===== src/ppdc_pkg.sv =====
// ----------------------------------------------------------------------------
// ppdc_pkg: shared widths and codes of the PID position/delta controller
// Field widths that do not vary, register indexes and operation codes.
// ----------------------------------------------------------------------------
package ppdc_pkg;

  // Fixed field widths.
  localparam int GAIN_W      = 24;
  localparam int LIMIT_W     = 15;
  localparam int ERR_LIMIT_W = 16;
  localparam int DRIVE_W     = 16;
  localparam int CFG_IDX_W   = 3;
  localparam int CFG_DATA_W  = 24;

  // Configuration register indexes.
  localparam logic [CFG_IDX_W-1:0] REG_CONTROL_MODE   = 3'd0;
  localparam logic [CFG_IDX_W-1:0] REG_OUTPUT_LIMIT   = 3'd1;
  localparam logic [CFG_IDX_W-1:0] REG_INTEGRAL_LIMIT = 3'd2;
  localparam logic [CFG_IDX_W-1:0] REG_GAIN_P         = 3'd3;
  localparam logic [CFG_IDX_W-1:0] REG_GAIN_I         = 3'd4;
  localparam logic [CFG_IDX_W-1:0] REG_GAIN_D         = 3'd5;
  localparam logic [CFG_IDX_W-1:0] REG_ERROR_LIMIT    = 3'd6;
  localparam logic [CFG_IDX_W-1:0] REG_DEAD_ZONE      = 3'd7;

  // Operation codes carried in tuser.
  localparam logic OP_NORMAL = 1'b0;
  localparam logic OP_GYRO   = 1'b1;

  // Controller modes.
  localparam logic MODE_POSITIONAL  = 1'b0;
  localparam logic MODE_INCREMENTAL = 1'b1;

  // Divisor of the gyro derivative term.
  localparam logic [7:0] GYRO_DIV = 8'd100;

endpackage


===== src/pid_position_delta_controller_core.sv =====
// ----------------------------------------------------------------------------
// pid_position_delta_controller_core: positional / incremental PID controller
// Paths: a positional normal item runs the three products and the derivative
//   filter, a positional gyro item the divide-by-100 loop instead of the filter,
//   an incremental normal item the products only; the rest skip the products.
// Flow: one item at a time through the shared multiplier and the radix-16
//   divide-by-100 loop. A new item is taken while a result waits.
// Reset: synchronous, active low; resets configuration and sequencer, clears history and accumulators.
// ----------------------------------------------------------------------------
module pid_position_delta_controller_core #(
  parameter int SAMPLE_WIDTH  = 16,
  parameter int FRACTION_BITS = 16
) (
  input  logic                                      clk,
  input  logic                                      rst_n,
  // Configuration write port.
  input  logic                                      cfg_wr_en,
  input  logic [ppdc_pkg::CFG_IDX_W-1:0]            cfg_index,
  input  logic [ppdc_pkg::CFG_DATA_W-1:0]           cfg_data,
  // Input items. tdata: measured, target, gyro_rate. tuser: operation.
  input  logic                                      in_tvalid,
  output logic                                      in_tready,
  input  logic [((3*SAMPLE_WIDTH+7)/8)*8-1:0]       in_tdata,
  input  logic                                      in_tuser,
  // Result items. tdata: drive. tuser: suppressed.
  output logic                                      out_tvalid,
  input  logic                                      out_tready,
  output logic [ppdc_pkg::DRIVE_W-1:0]              out_tdata,
  output logic                                      out_tuser
);
  import ppdc_pkg::*;

  localparam int SW = SAMPLE_WIDTH;
  localparam int F  = FRACTION_BITS;
  // Error and multiplier operand widths.
  localparam int EW = SW + 1;
  localparam int AW = GAIN_W + 1;
  localparam int BW = SW + 3;
  localparam int PW = AW + BW;
  // Filtered derivative, integral / output and sum widths.
  localparam int DW   = GAIN_W + SW + 2;
  localparam int IW   = LIMIT_W + F + 1;
  localparam int SUMW = ((PW > IW) ? PW : IW) + 3;
  // Filter chunking: difference split into CW-bit chunks, top chunk signed.
  localparam int CW     = BW - 1;
  localparam int NCHUNK = (DW + 1 + CW - 1) / CW;
  localparam int DIFFW  = NCHUNK * CW;
  localparam int ACCW   = DW + F + 3;
  // Divide-by-100 loop: four quotient bits per cycle.
  localparam int DIVW      = ((PW + 3) / 4) * 4;
  localparam int DIV_STEPS = DIVW / 4;
  localparam int CNT_MAX   = (NCHUNK > DIV_STEPS) ? NCHUNK : DIV_STEPS;
  localparam int CNTW      = $clog2(CNT_MAX + 1);
  localparam int CMPW      = (EW > ERR_LIMIT_W) ? EW : ERR_LIMIT_W;
  // Fixed-point constants.
  localparam int LPF_NEW = ((3 << F) + 2) / 5;
  localparam int KI_MIN  = ((1 << F) + 999) / 1000;

  typedef enum logic [3:0] {
    S_IDLE, S_CHECK, S_MUL_P, S_MUL_I, S_MUL_D, S_DIFF, S_LPF, S_FILT,
    S_DIV_LOAD, S_DIV, S_DIV_END, S_SUM, S_OUT
  } state_t;

  // Symmetric clamp to +/- lim in Q.F.
  function automatic logic signed [IW-1:0] clamp_q(input logic signed [SUMW-1:0] x,
                                                   input logic [LIMIT_W-1:0] lim);
    logic signed [SUMW-1:0] lim_q;
    lim_q = $signed({{(SUMW-LIMIT_W-F){1'b0}}, lim, {F{1'b0}}});
    if (x > lim_q) begin
      clamp_q = IW'(lim_q);
    end else if (x < -lim_q) begin
      clamp_q = IW'(-lim_q);
    end else begin
      clamp_q = IW'(x);
    end
  endfunction

  // Configuration registers.
  logic                    mode_r;
  logic [LIMIT_W-1:0]      out_lim_r;
  logic [LIMIT_W-1:0]      int_lim_r;
  logic [GAIN_W-1:0]       kp_r, ki_r, kd_r;
  logic [ERR_LIMIT_W-1:0]  err_lim_r, dz_r;

  // Sequencer and datapath registers.
  state_t                  state_r, state_nxt;
  logic                    op_r, op_nxt;
  logic signed [EW-1:0]    err_r, err_nxt;
  logic signed [SW-1:0]    gyro_r, gyro_nxt;
  logic signed [EW-1:0]    prev_err_r, prev_err_nxt;
  logic signed [EW-1:0]    prev2_err_r, prev2_err_nxt;
  logic signed [IW-1:0]    integ_r, integ_nxt;
  logic signed [DW-1:0]    fd_r, fd_nxt;
  logic signed [IW-1:0]    pdo_r, pdo_nxt;
  logic signed [PW-1:0]    prod_r, prod_nxt;
  logic signed [PW-1:0]    p_r, p_nxt;
  logic signed [IW-1:0]    i_r, i_nxt;
  logic signed [PW-1:0]    d_r, d_nxt;
  logic [DIFFW-1:0]        diff_r, diff_nxt;
  logic signed [ACCW-1:0]  acc_r, acc_nxt;
  logic [CNTW-1:0]         cnt_r, cnt_nxt;
  logic [DIVW-1:0]         div_q_r, div_q_nxt;
  logic [6:0]              div_rem_r, div_rem_nxt;
  logic                    div_neg_r, div_neg_nxt;
  logic signed [IW-1:0]    res_r, res_nxt;
  logic                    supp_r, supp_nxt;
  logic                    out_tvalid_r, out_tvalid_nxt;
  logic [DRIVE_W-1:0]      out_drive_r, out_drive_nxt;
  logic                    out_supp_r, out_supp_nxt;

  // Shared multiplier operands.
  logic signed [AW-1:0]    mul_a;
  logic signed [BW-1:0]    mul_b;

  // Combinational helpers.
  logic                    in_accept;
  logic signed [BW-1:0]    err_b, d1_b, d2_b;
  logic [EW-1:0]           err_mag;
  logic                    supp_hit;
  logic                    is_inc, is_gyro;
  logic signed [SUMW-1:0]  itmp;
  logic signed [DW-1:0]    dnew;
  logic [CW-1:0]           chunk;
  logic signed [ACCW-1:0]  filt_sum, filt_adj;
  logic [PW-1:0]           prod_mag;
  logic [7:0]              dv_rem;
  logic [DIVW-1:0]         dv_q;
  logic signed [PW-1:0]    div_quot;
  logic signed [SUMW-1:0]  sum_base, sum_d, sum_all;
  logic signed [IW-1:0]    sum_clamped, res_adj;

  assign is_inc  = (mode_r == MODE_INCREMENTAL);
  assign is_gyro = (op_r == OP_GYRO);
  assign in_tready = (state_r == S_IDLE);
  assign in_accept = in_tvalid && in_tready;

  assign out_tvalid = out_tvalid_r;
  assign out_tdata  = out_drive_r;
  assign out_tuser  = out_supp_r;

  // Error differences in multiplier operand width.
  assign err_b = BW'(err_r);
  assign d1_b  = err_b - BW'(prev_err_r);
  assign d2_b  = err_b - (BW'(prev_err_r) <<< 1) + BW'(prev2_err_r);
  assign err_mag = err_r[EW-1] ? EW'(-err_r) : EW'(err_r);
  assign supp_hit = (op_r == OP_NORMAL) &&
                    (((err_lim_r != '0) && (CMPW'(err_mag) > CMPW'(err_lim_r))) ||
                     ((dz_r != '0) && (CMPW'(err_mag) < CMPW'(dz_r))));

  // Operand selection for the shared multiplier.
  assign chunk = diff_r[DIFFW-1 -: CW];
  always_comb begin
    mul_a = '0;
    mul_b = '0;
    case (state_r)
      S_MUL_P: begin
        mul_a = AW'(kp_r);
        mul_b = is_inc ? d1_b : err_b;
      end
      S_MUL_I: begin
        mul_a = AW'(ki_r);
        mul_b = err_b;
      end
      S_MUL_D: begin
        mul_a = AW'(kd_r);
        if (is_inc) begin
          mul_b = d2_b;
        end else if (is_gyro) begin
          mul_b = BW'(gyro_r);
        end else begin
          mul_b = d1_b;
        end
      end
      S_LPF: begin
        mul_a = AW'(LPF_NEW);
        mul_b = (cnt_r == '0) ? {chunk[CW-1], chunk} : {1'b0, chunk};
      end
      default: begin
        mul_a = '0;
        mul_b = '0;
      end
    endcase
  end
  assign prod_nxt = PW'(mul_a) * PW'(mul_b);

  // Integral update, filter arithmetic and divide step.
  assign itmp = (!is_inc && is_gyro && (ki_r < GAIN_W'(KI_MIN))) ? '0 :
                is_inc ? SUMW'(prod_r) : SUMW'(integ_r) + SUMW'(prod_r);
  assign dnew = DW'(prod_r);
  assign filt_sum = acc_r + (ACCW'(fd_r) <<< F);
  assign filt_adj = filt_sum +
                    (filt_sum[ACCW-1] ? $signed({{(ACCW-F){1'b0}}, {F{1'b1}}}) : '0);
  assign prod_mag = prod_r[PW-1] ? PW'(-prod_r) : PW'(prod_r);
  assign div_quot = PW'(div_q_r);

  always_comb begin
    dv_rem = {1'b0, div_rem_r};
    dv_q   = div_q_r;
    for (int k = 0; k < 4; k++) begin
      dv_rem = {dv_rem[6:0], dv_q[DIVW-1]};
      dv_q   = dv_q << 1;
      if (dv_rem >= GYRO_DIV) begin
        dv_rem = dv_rem - GYRO_DIV;
        dv_q[0] = 1'b1;
      end
    end
  end

  // Final sum of the terms and toward-zero conversion to an integer.
  assign sum_base = is_inc ? SUMW'(pdo_r) : '0;
  assign sum_d    = is_inc ? SUMW'(prod_r) : SUMW'(d_r);
  assign sum_all  = sum_base + SUMW'(p_r) + SUMW'(i_r) + sum_d;
  assign sum_clamped = clamp_q(sum_all, out_lim_r);
  assign res_adj = res_r + (res_r[IW-1] ? $signed({{(IW-F){1'b0}}, {F{1'b1}}}) : '0);

  // Sequencer next state.
  always_comb begin
    state_nxt      = state_r;
    op_nxt         = op_r;
    err_nxt        = err_r;
    gyro_nxt       = gyro_r;
    prev_err_nxt   = prev_err_r;
    prev2_err_nxt  = prev2_err_r;
    integ_nxt      = integ_r;
    fd_nxt         = fd_r;
    pdo_nxt        = pdo_r;
    p_nxt          = p_r;
    i_nxt          = i_r;
    d_nxt          = d_r;
    diff_nxt       = diff_r;
    acc_nxt        = acc_r;
    cnt_nxt        = cnt_r;
    div_q_nxt      = div_q_r;
    div_rem_nxt    = div_rem_r;
    div_neg_nxt    = div_neg_r;
    res_nxt        = res_r;
    supp_nxt       = supp_r;
    out_drive_nxt  = out_drive_r;
    out_supp_nxt   = out_supp_r;
    out_tvalid_nxt = out_tvalid_r && !out_tready;

    case (state_r)
      S_IDLE: begin
        if (in_accept) begin
          op_nxt    = in_tuser;
          err_nxt   = EW'($signed(in_tdata[2*SW-1 -: SW])) -
                      EW'($signed(in_tdata[SW-1:0]));
          gyro_nxt  = $signed(in_tdata[3*SW-1 -: SW]);
          state_nxt = S_CHECK;
        end
      end
      // Error limit and dead zone; incremental gyro reuses the held output.
      S_CHECK: begin
        supp_nxt = supp_hit;
        if (supp_hit) begin
          res_nxt   = '0;
          state_nxt = S_OUT;
        end else if (is_inc && is_gyro) begin
          state_nxt = S_SUM;
        end else begin
          state_nxt = S_MUL_P;
        end
      end
      S_MUL_P: begin
        state_nxt = S_MUL_I;
      end
      S_MUL_I: begin
        p_nxt     = prod_r;
        state_nxt = S_MUL_D;
      end
      // Integral product is ready: clamp it and pick the derivative path.
      S_MUL_D: begin
        i_nxt = clamp_q(itmp, int_lim_r);
        if (is_inc) begin
          state_nxt = S_SUM;
        end else begin
          integ_nxt = clamp_q(itmp, int_lim_r);
          state_nxt = is_gyro ? S_DIV_LOAD : S_DIFF;
        end
      end
      // Filter: fd*ONE + (dnew - fd)*LPF_NEW, chunk by chunk from the top.
      S_DIFF: begin
        diff_nxt  = DIFFW'(DIFFW'(dnew) - DIFFW'(fd_r));
        acc_nxt   = '0;
        cnt_nxt   = '0;
        state_nxt = S_LPF;
      end
      S_LPF: begin
        diff_nxt = diff_r << CW;
        if (cnt_r != '0) begin
          acc_nxt = (acc_r <<< CW) + ACCW'(prod_r);
        end
        cnt_nxt = cnt_r + 1'b1;
        if (cnt_r == CNTW'(NCHUNK)) begin
          state_nxt = S_FILT;
        end
      end
      S_FILT: begin
        fd_nxt    = DW'(filt_adj >>> F);
        d_nxt     = PW'(DW'(filt_adj >>> F));
        state_nxt = S_SUM;
      end
      // Gyro derivative: -(kd * gyro) / 100, truncated toward zero.
      S_DIV_LOAD: begin
        div_neg_nxt = prod_r[PW-1];
        div_q_nxt   = DIVW'(prod_mag);
        div_rem_nxt = '0;
        cnt_nxt     = '0;
        state_nxt   = S_DIV;
      end
      S_DIV: begin
        div_q_nxt   = dv_q;
        div_rem_nxt = dv_rem[6:0];
        cnt_nxt     = cnt_r + 1'b1;
        if (cnt_r == CNTW'(DIV_STEPS - 1)) begin
          state_nxt = S_DIV_END;
        end
      end
      S_DIV_END: begin
        d_nxt     = div_neg_r ? div_quot : -div_quot;
        state_nxt = S_SUM;
      end
      // Sum, clamp, hold the incremental output and advance the history.
      S_SUM: begin
        if (is_inc && is_gyro) begin
          res_nxt = pdo_r;
        end else begin
          res_nxt = sum_clamped;
          if (is_inc) begin
            pdo_nxt = sum_clamped;
          end
        end
        prev2_err_nxt = prev_err_r;
        prev_err_nxt  = err_r;
        state_nxt     = S_OUT;
      end
      // Hand the result to the output register once it is free.
      S_OUT: begin
        if (!out_tvalid_r || out_tready) begin
          out_tvalid_nxt = 1'b1;
          out_drive_nxt  = DRIVE_W'(res_adj >>> F);
          out_supp_nxt   = supp_r;
          state_nxt      = S_IDLE;
        end
      end
      default: begin
        state_nxt = S_IDLE;
      end
    endcase
  end

  // Sequencer state, controller state and output register.
  always_ff @(posedge clk) begin
    if (!rst_n) begin
      state_r      <= S_IDLE;
      out_tvalid_r <= 1'b0;
      prev_err_r   <= '0;
      prev2_err_r  <= '0;
      integ_r      <= '0;
      fd_r         <= '0;
      pdo_r        <= '0;
    end else begin
      state_r      <= state_nxt;
      out_tvalid_r <= out_tvalid_nxt;
      prev_err_r   <= prev_err_nxt;
      prev2_err_r  <= prev2_err_nxt;
      integ_r      <= integ_nxt;
      fd_r         <= fd_nxt;
      pdo_r        <= pdo_nxt;
    end
    op_r        <= op_nxt;
    err_r       <= err_nxt;
    gyro_r      <= gyro_nxt;
    prod_r      <= prod_nxt;
    p_r         <= p_nxt;
    i_r         <= i_nxt;
    d_r         <= d_nxt;
    diff_r      <= diff_nxt;
    acc_r       <= acc_nxt;
    cnt_r       <= cnt_nxt;
    div_q_r     <= div_q_nxt;
    div_rem_r   <= div_rem_nxt;
    div_neg_r   <= div_neg_nxt;
    res_r       <= res_nxt;
    supp_r      <= supp_nxt;
    out_drive_r <= out_drive_nxt;
    out_supp_r  <= out_supp_nxt;
  end

  // Configuration register writes.
  always_ff @(posedge clk) begin
    if (!rst_n) begin
      mode_r    <= MODE_POSITIONAL;
      out_lim_r <= '1;
      int_lim_r <= '1;
      kp_r      <= '0;
      ki_r      <= '0;
      kd_r      <= '0;
      err_lim_r <= '0;
      dz_r      <= '0;
    end else if (cfg_wr_en) begin
      case (cfg_index)
        REG_CONTROL_MODE:   mode_r    <= cfg_data[0];
        REG_OUTPUT_LIMIT:   out_lim_r <= cfg_data[LIMIT_W-1:0];
        REG_INTEGRAL_LIMIT: int_lim_r <= cfg_data[LIMIT_W-1:0];
        REG_GAIN_P:         kp_r      <= cfg_data[GAIN_W-1:0];
        REG_GAIN_I:         ki_r      <= cfg_data[GAIN_W-1:0];
        REG_GAIN_D:         kd_r      <= cfg_data[GAIN_W-1:0];
        REG_ERROR_LIMIT:    err_lim_r <= cfg_data[ERR_LIMIT_W-1:0];
        REG_DEAD_ZONE:      dz_r      <= cfg_data[ERR_LIMIT_W-1:0];
        default: begin
        end
      endcase
    end
  end

endmodule


===== config.mk =====
export PLATFORM = sky130hd
export DESIGN_NAME = pid_position_delta_controller_core
export DESIGN_NICKNAME = d
export VERILOG_FILES = /design/src/ppdc_pkg.sv /design/src/pid_position_delta_controller_core.sv
export SDC_FILE = /design/constraint.sdc
export NUM_CORES = 2
export LEC_CHECK = 0
export BUFFER_PORTS_ARGS = -buffer_cell sky130_fd_sc_hd__buf_4
export CAP_MARGIN = 25
export CORE_MARGIN = 2
export CORE_UTILIZATION = 29
export DETAILED_ROUTE_END_ITERATION = 8
export MAX_ROUTING_LAYER = met4
export RECOVER_POWER = 100
export SYNTH_ARGS = -nofsm -noshare
export SYNTH_HDL_FRONTEND = slang
export SYNTH_SLANG_ARGS = --single-unit

===== constraint.sdc =====
create_clock -name clk -period 10.35 [get_ports clk]
set_input_delay 1.035 -clock clk [delete_from_list [all_inputs] [get_ports clk]]
set_output_delay 1.035 -clock clk [all_outputs]
set_load 0.01 [all_outputs]

* Yosys cells after proc, flatten, opt, wreduce, memory -nomap -nowiden
Cells that the tools add are included.
** Operators by class
- $add $sub $neg :: 23
- Multipliers :: 1
- Magnitude comparators :: 11
- Equality and inequality tests :: 27
- Muxes and demuxes :: 48
- Bitwise operators :: 3
- Reduce and logical (&&, ||, !) cells :: 42
** Operators by type and width (number)
- 32-bit 2-to-1 mux :: 6
- 47-bit 2-to-1 mux :: 4
- 44-bit case mux with 2 select lines :: 2
- 61-bit case mux with 2 select lines :: 1
- 54-bit case mux with 2 select lines :: 1
- 24-bit case mux with 4 select lines :: 1
- 47-bit by 32-bit greater-than comparator with 1-bit output :: 2
- 47-bit less-than comparator :: 2
- 31-bit negation with 47-bit output :: 2
- 44-bit 2-to-1 mux :: 2
- 44-bit negation :: 2
- 19-bit 2-to-1 mux :: 4
- 19-bit case mux with 4 select lines :: 1
- 32-bit case mux with 2 select lines :: 1
- 61-bit by 44-bit adder with 61-bit output :: 1
- 61-bit by 58-bit adder with 61-bit output :: 1
- 61-bit 2-to-1 mux :: 1
- 58-bit by 16-bit adder with 58-bit output :: 1
- 4-bit case mux with 12 select lines :: 1
- 47-bit by 32-bit adder with 47-bit output :: 1
- 47-bit by 44-bit adder with 47-bit output :: 1
- 47-bit adder :: 1
- 32-bit by 44-bit adder with 45-bit output :: 1
- 25-bit by 19-bit multiplier with 44-bit output :: 1
- other kinds (42) :: 114
** Word-level totals
- Bits in registers :: 699
- Input port bits :: 81
- Output and inout port bits :: 19
- Word-level logic and storage cells :: 187

* Longest topological paths before layout
- Word-level depth :: 9
- Gate-level depth with buffers :: 43
- Depth with buffers taken out :: 42

* Worst setup path before layout
OpenSTA, ideal clock, no wires.
- Path type :: register to register
- Start :: reg err_r[2]
- End :: reg prod_r[42]
- Setup time :: 0.127 ns
- Arrival time :: 10.188 ns
- Data required time :: 10.223 ns
- Slack :: 0.034 ns
- Stages on the path, launching flop included :: 38
- Buffers on the path :: 1
- Period minus slack after synthesis :: 10.316 ns
- Path through :: edfxtp_1 > inv_1 > fa_1 > inv_1 > ha_1 > a21oi_1 > o21ai_0 > a21oi_1 > o21bai_1 > a21oi_1 > o21ai_0 > a211oi_1 > xor2_1 > nor3_1 > a2111oi_0 > clkbuf_1 > nor2_1 > fa_1 > (+2 left out) > inv_1 > fa_1 > fa_1 > fa_1 > fa_1 > inv_1 > fa_1 > inv_1 > ha_1 > and3_1 > a311o_1 > a21oi_1 > o311ai_0 > or4_1 > and3_1 > a2111oi_0 > nor3_1 > xor2_1
** On the way
- Cells in the longest elaborated chain, start to end :: 5
- Elaborated cells on any way between the ends :: 8
- Classes of those cells :: add/sub (3); mul (1); mux (4)
** Ends and longest elaborated chain
- start, declared :: line pid_position_delta_controller_core.sv:88 : logic signed [EW-1:0] err_r, err_nxt;
- start signal, assigned :: line pid_position_delta_controller_core.sv:372 : err_r <= err_nxt;
- 17-bit by 18-bit subtractor with 19-bit output / 17-bit by 17-bit subtractor with 18-bit output (equally long branches) :: line pid_position_delta_controller_core.sv:144, pid_position_delta_controller_core.sv:143
- 19-bit by 17-bit adder with 19-bit output / 19-bit 2-to-1 mux (equally long branches) :: line pid_position_delta_controller_core.sv:144, pid_position_delta_controller_core.sv:168
- 19-bit 2-to-1 mux :: line pid_position_delta_controller_core.sv:166 : if (is_inc) begin
- 19-bit case mux with 4 select lines (*) :: line pid_position_delta_controller_core.sv:155 : case (state_r)
- 25-bit by 19-bit multiplier with 44-bit output (*) :: line pid_position_delta_controller_core.sv:184 : assign prod_nxt = PW'(mul_a) * PW'(mul_b);
- via prod_nxt[42] :: line pid_position_delta_controller_core.sv:95 : logic signed [PW-1:0] prod_r, prod_nxt;
- end signal, assigned :: line pid_position_delta_controller_core.sv:374 : prod_r <= prod_nxt;
- end, declared :: line pid_position_delta_controller_core.sv:95
Mark *: on every way through the listed nets, which the timed path passes. The rest lies on a longest branch.
A chain may end at the register's enable or synchronous reset.

* Worst setup path in the final report
- Start :: reg mode_r, in the netlist is_inc
- End :: reg res_r[30] (data pin)
** On the way
- Cells in the longest elaborated chain, start to end :: 9
- Elaborated cells on any way between the ends :: 12
- Classes of those cells :: add/sub (3); order compare (2); mux (6); reduce/logical (1)
** Ends and longest elaborated chain
- start, declared :: line pid_position_delta_controller_core.sv:79 : logic mode_r;
- start signal, assigned :: line pid_position_delta_controller_core.sv:403 : REG_CONTROL_MODE: mode_r <= cfg_data[0];
- 47-bit 2-to-1 mux :: line pid_position_delta_controller_core.sv:210 : assign sum_base = is_inc ? SUMW'(pdo_r) : '0;
- 47-bit by 44-bit adder with 47-bit output :: line pid_position_delta_controller_core.sv:212 : assign sum_all = sum_base + SUMW'(p_r) + SUMW'(i_r) + sum_d;
- 47-bit by 32-bit adder with 47-bit output :: line pid_position_delta_controller_core.sv:212
- 47-bit adder :: line pid_position_delta_controller_core.sv:212
- 47-bit less-than comparator :: line pid_position_delta_controller_core.sv:71 : end else if (x < -lim_q) begin
- 32-bit 2-to-1 mux :: line pid_position_delta_controller_core.sv:71
- 32-bit 2-to-1 mux :: line pid_position_delta_controller_core.sv:69 : if (x > lim_q) begin
- 32-bit 2-to-1 mux (*) :: line pid_position_delta_controller_core.sv:325 : if (is_inc && is_gyro) begin
- 32-bit case mux with 2 select lines (*) :: line pid_position_delta_controller_core.sv:242 : case (state_r)
- end signal, assigned :: line pid_position_delta_controller_core.sv:384 : res_r <= res_nxt;
- end, declared :: line pid_position_delta_controller_core.sv:105 : logic signed [IW-1:0] res_r, res_nxt;
Mark *: on every way between the ends. The rest lies on a longest branch, timed or not.

==> reports/metrics.csv <==
metric;value;unit
worst_ep_required_time;10760;ps
layout-drive-gt1-share;7.18;%
routed_wl;250;mm
yosysWarnings;0;
cts_root_buf;clkbuf_16;
holdBufCountCts;0;
postRouteAntennaNets;0;
peakVddDrop;0.000234;V
crit_end;res_r[30]$_SDFFCE_PN0P_;
die_w;487;microns
cp_slowest_stage_delay;910;ps
start_util;29.1;%
setup_ws;343;ps
grtUsageTotal;21.1;%
cts_tree;built;
violations;capacitance limit, slew limit;
drt_pass1_iterations;6;
syn_nets;9094;
p_sw_share;48.8;%
preCtsSetupSlack;-170;ps
drt_iter0_markers;5505;
drc;0;
synthToLayoutAreaGrowth;12.1;%
slew_viol_final;866;
cts_buffers;83;
place_area;73300;sq um
num-fill-cells;24123;
finalHoldViolations;0;
route.met3.wl;19.0;mm
synth_top_area_share;16.6;%
gp_congestion;1.00;
powerDensity;239;nW/um^2
crit_top_cell;fa_1;
power_switching;8860;uW
r2r_end;res_r[30]$_SDFFCE_PN0P_;
critPathMaxFanout;97;
ys_ff_latch;699;
p_total;18200;uW
cts.clk_slew.worst_paths;60;ps
final_util;32.7;%
critPathCaptureType;flip-flop;
p_comb_share;61.8;%
timing.fmax;0.0999;GHz
cts_setup_buffers;0;
avgSynthCellArea;8.55;sq um
grt_pass1_wl;371;mm
final_cell_area;75900;sq um
synth_area_leaders;edfxtp_1 17%, fa_1 14%, ha_1 11%;
reg2regPathDepth;28;
row_count;177;
die-area;237000;sq um
layout_commonest_cell;nand2_1;
seq_area_frac_synth;26.2;%
fin_nets;9205;
critPathKind;reg2reg;
htreeDepth;3;
r2r_slack;340;ps
pwr-share-seq;21.6;%
met1_length;108;mm
clock_path_buffers;3;
async_reset_ff_share;0;%
synth_cell_types;93;
synth_edf_count;375;
power_leakage;0.0321;uW
antenna_found_initial;9;
ios;100;
cp-start-kind;flip-flop;
synth_top_area_cell;edfxtp_1;
fin_crit_sh;96.7;%
top_layer_used;met4;
worst_pin_slew;4080;ps
clock-sinks;699;
core;232000;sq um
io_buffer_count;99;
critPathLaunch;is_inc$_SDFFE_PN0P_;
grt_max_degree;98;
insertion_delay;720;ps
arrival;10420;ps
status;finished, violations left;
netlist_area;67700;sq um
period_needed;10010;ps
grt_remaining_overflow;0;
place_hpwl;201;mm
synthFlopType;edfxtp_1;
vias_per_cell;5.38;
vias;60052;
final_cell_mix;1091 x nand2_1, 795 x inv_1, 607 x a21oi_1, 607 x ha_1, 559 x nor2_1;
hp-class;reg2reg;
route.detailed.wl_per_inst;22.4;microns
postSynthCellCount;7921;
slew_headroom;-172;%
critPathSlowestCell;clkbuf_4;
die-height;487;microns
dr_wl_met2;114;mm
timing.rr.start;is_inc$_SDFFE_PN0P_;
internal-power;9290;uW
grt_pass1_vias;58143;
clock_skew;26.8;ps
whs_path_depth;0;
p_clk_share;16.6;%
max_cap_viol_count;18;
setup_viol;0;
==> power by group through the flow <==
stage / clock network (uW) / logic, uW / registers [uW]
finish: 3010 / 11200 / 3920
global route: 3160 / 12200 / 3950
CTS: 3060 / 11100 / 3900
detailed placement: 0 / 11100 / 3960
global placement: 0 / 11000 / 3950
floorplan: 0 / 7160 / 3860
==> metal layers <==
layer,track usage (%),vias up
met5,-,-
met4,7.21,0
met3,2.95,373
met2,32.9,2345
met1,28.0,29645
li1,-,27689
==> sequential cells by signal, summed over array words and instances, names as in the netlist, 24 cells and up <==
name,flops
kp_r,24
integ_r,32
p_r,44
d_r,44
div_q_r,44
acc_r,61
kd_r,24
ki_r,24
res_r,32
fd_r,42
prod_r,44
diff_r,54
i_r,32
pdo_r,32
==> kinds of logic after synthesis <==
group | synth area share (%)
and+or+nand+nor | 17.9
AOI/OAI and AO/OA | 17.5
buffers and inverters | 6.45
adders and majority gates | 25.6
DFF | 26.2
xor gates and xnor gates | 5.34
muxes | 0.996
==> synthesized netlist by cell type (138+ instances only) <==
master	n
ha_1	607
dfxtp_1	324
edfxtp_1	375
a21oi_1	614
fa_1	485
nor2_1	570
a21o_1	178
nor3_1	138
o21ai_0	408
clkbuf_1	328
xnor2_1	227
inv_1	795
nand2_1	1091
xor2_1	183
nand3_1	166
==> worst max-delay path, delay by kind of cell, from the launching register on <==
kind | cells | cell delay [ps]
AOI/OAI and AO/OA | 7 | 1830
adders and majority gates | 5 | 1960
buffers and inverters | 4 | 1550
muxes | 1 | 210
and+or+nand+nor | 10 | 3250
xor gates and xnor gates | 1 | 190
DFF | 1 | 650
==> layout make-up <==
type	count	area, sq um	area share (%)
tap	3043	3810	5.02
sequential	699	17700	23.4
clock inverter	47	404	0.533
inverter	798	3000	3.95
timing repair buffer	386	2690	3.55
multi-input combinational	6064	45900	60.4
antenna	7	17.5	0.0231
clock buffer	109	2340	3.08
==> per-stage QoR <==
step,instances,hold slack (ps),setup TNS (ps)
after floorplan,7921,400,0
after global placement,10982,438,-281
after detailed placement,10985,430,-178
after CTS,11141,451,0
after global routing,11148,457,-127
final,11153,449,0
==> worst min-delay path by stage <==
stage                      endpoint                 start  slack, ps
2_1_floorplan   out_tuser$_DFFE_PP_      supp_r$_DFFE_PN_        400
3_3_place_gp   kp_r[7]$_SDFFE_PN0P_  kp_r[7]$_SDFFE_PN0P_        440
3_5_place_dp    out_tuser$_DFFE_PP_      supp_r$_DFFE_PN_        430
4_1_cts         out_tuser$_DFFE_PP_      supp_r$_DFFE_PN_        450
5_1_grt         out_tuser$_DFFE_PP_      supp_r$_DFFE_PN_        460
6_report        out_tuser$_DFFE_PP_      supp_r$_DFFE_PN_        450
==> what timing repair did <==
| item | in CTS | in global routing |
|---|---|---|
| gates resized for setup | 7 | 44 |
| endpoints found under the setup margin | 5 | 10 |
| pin swaps | 2 | 15 |
Note: power is estimated with default switching activity, not from simulation.
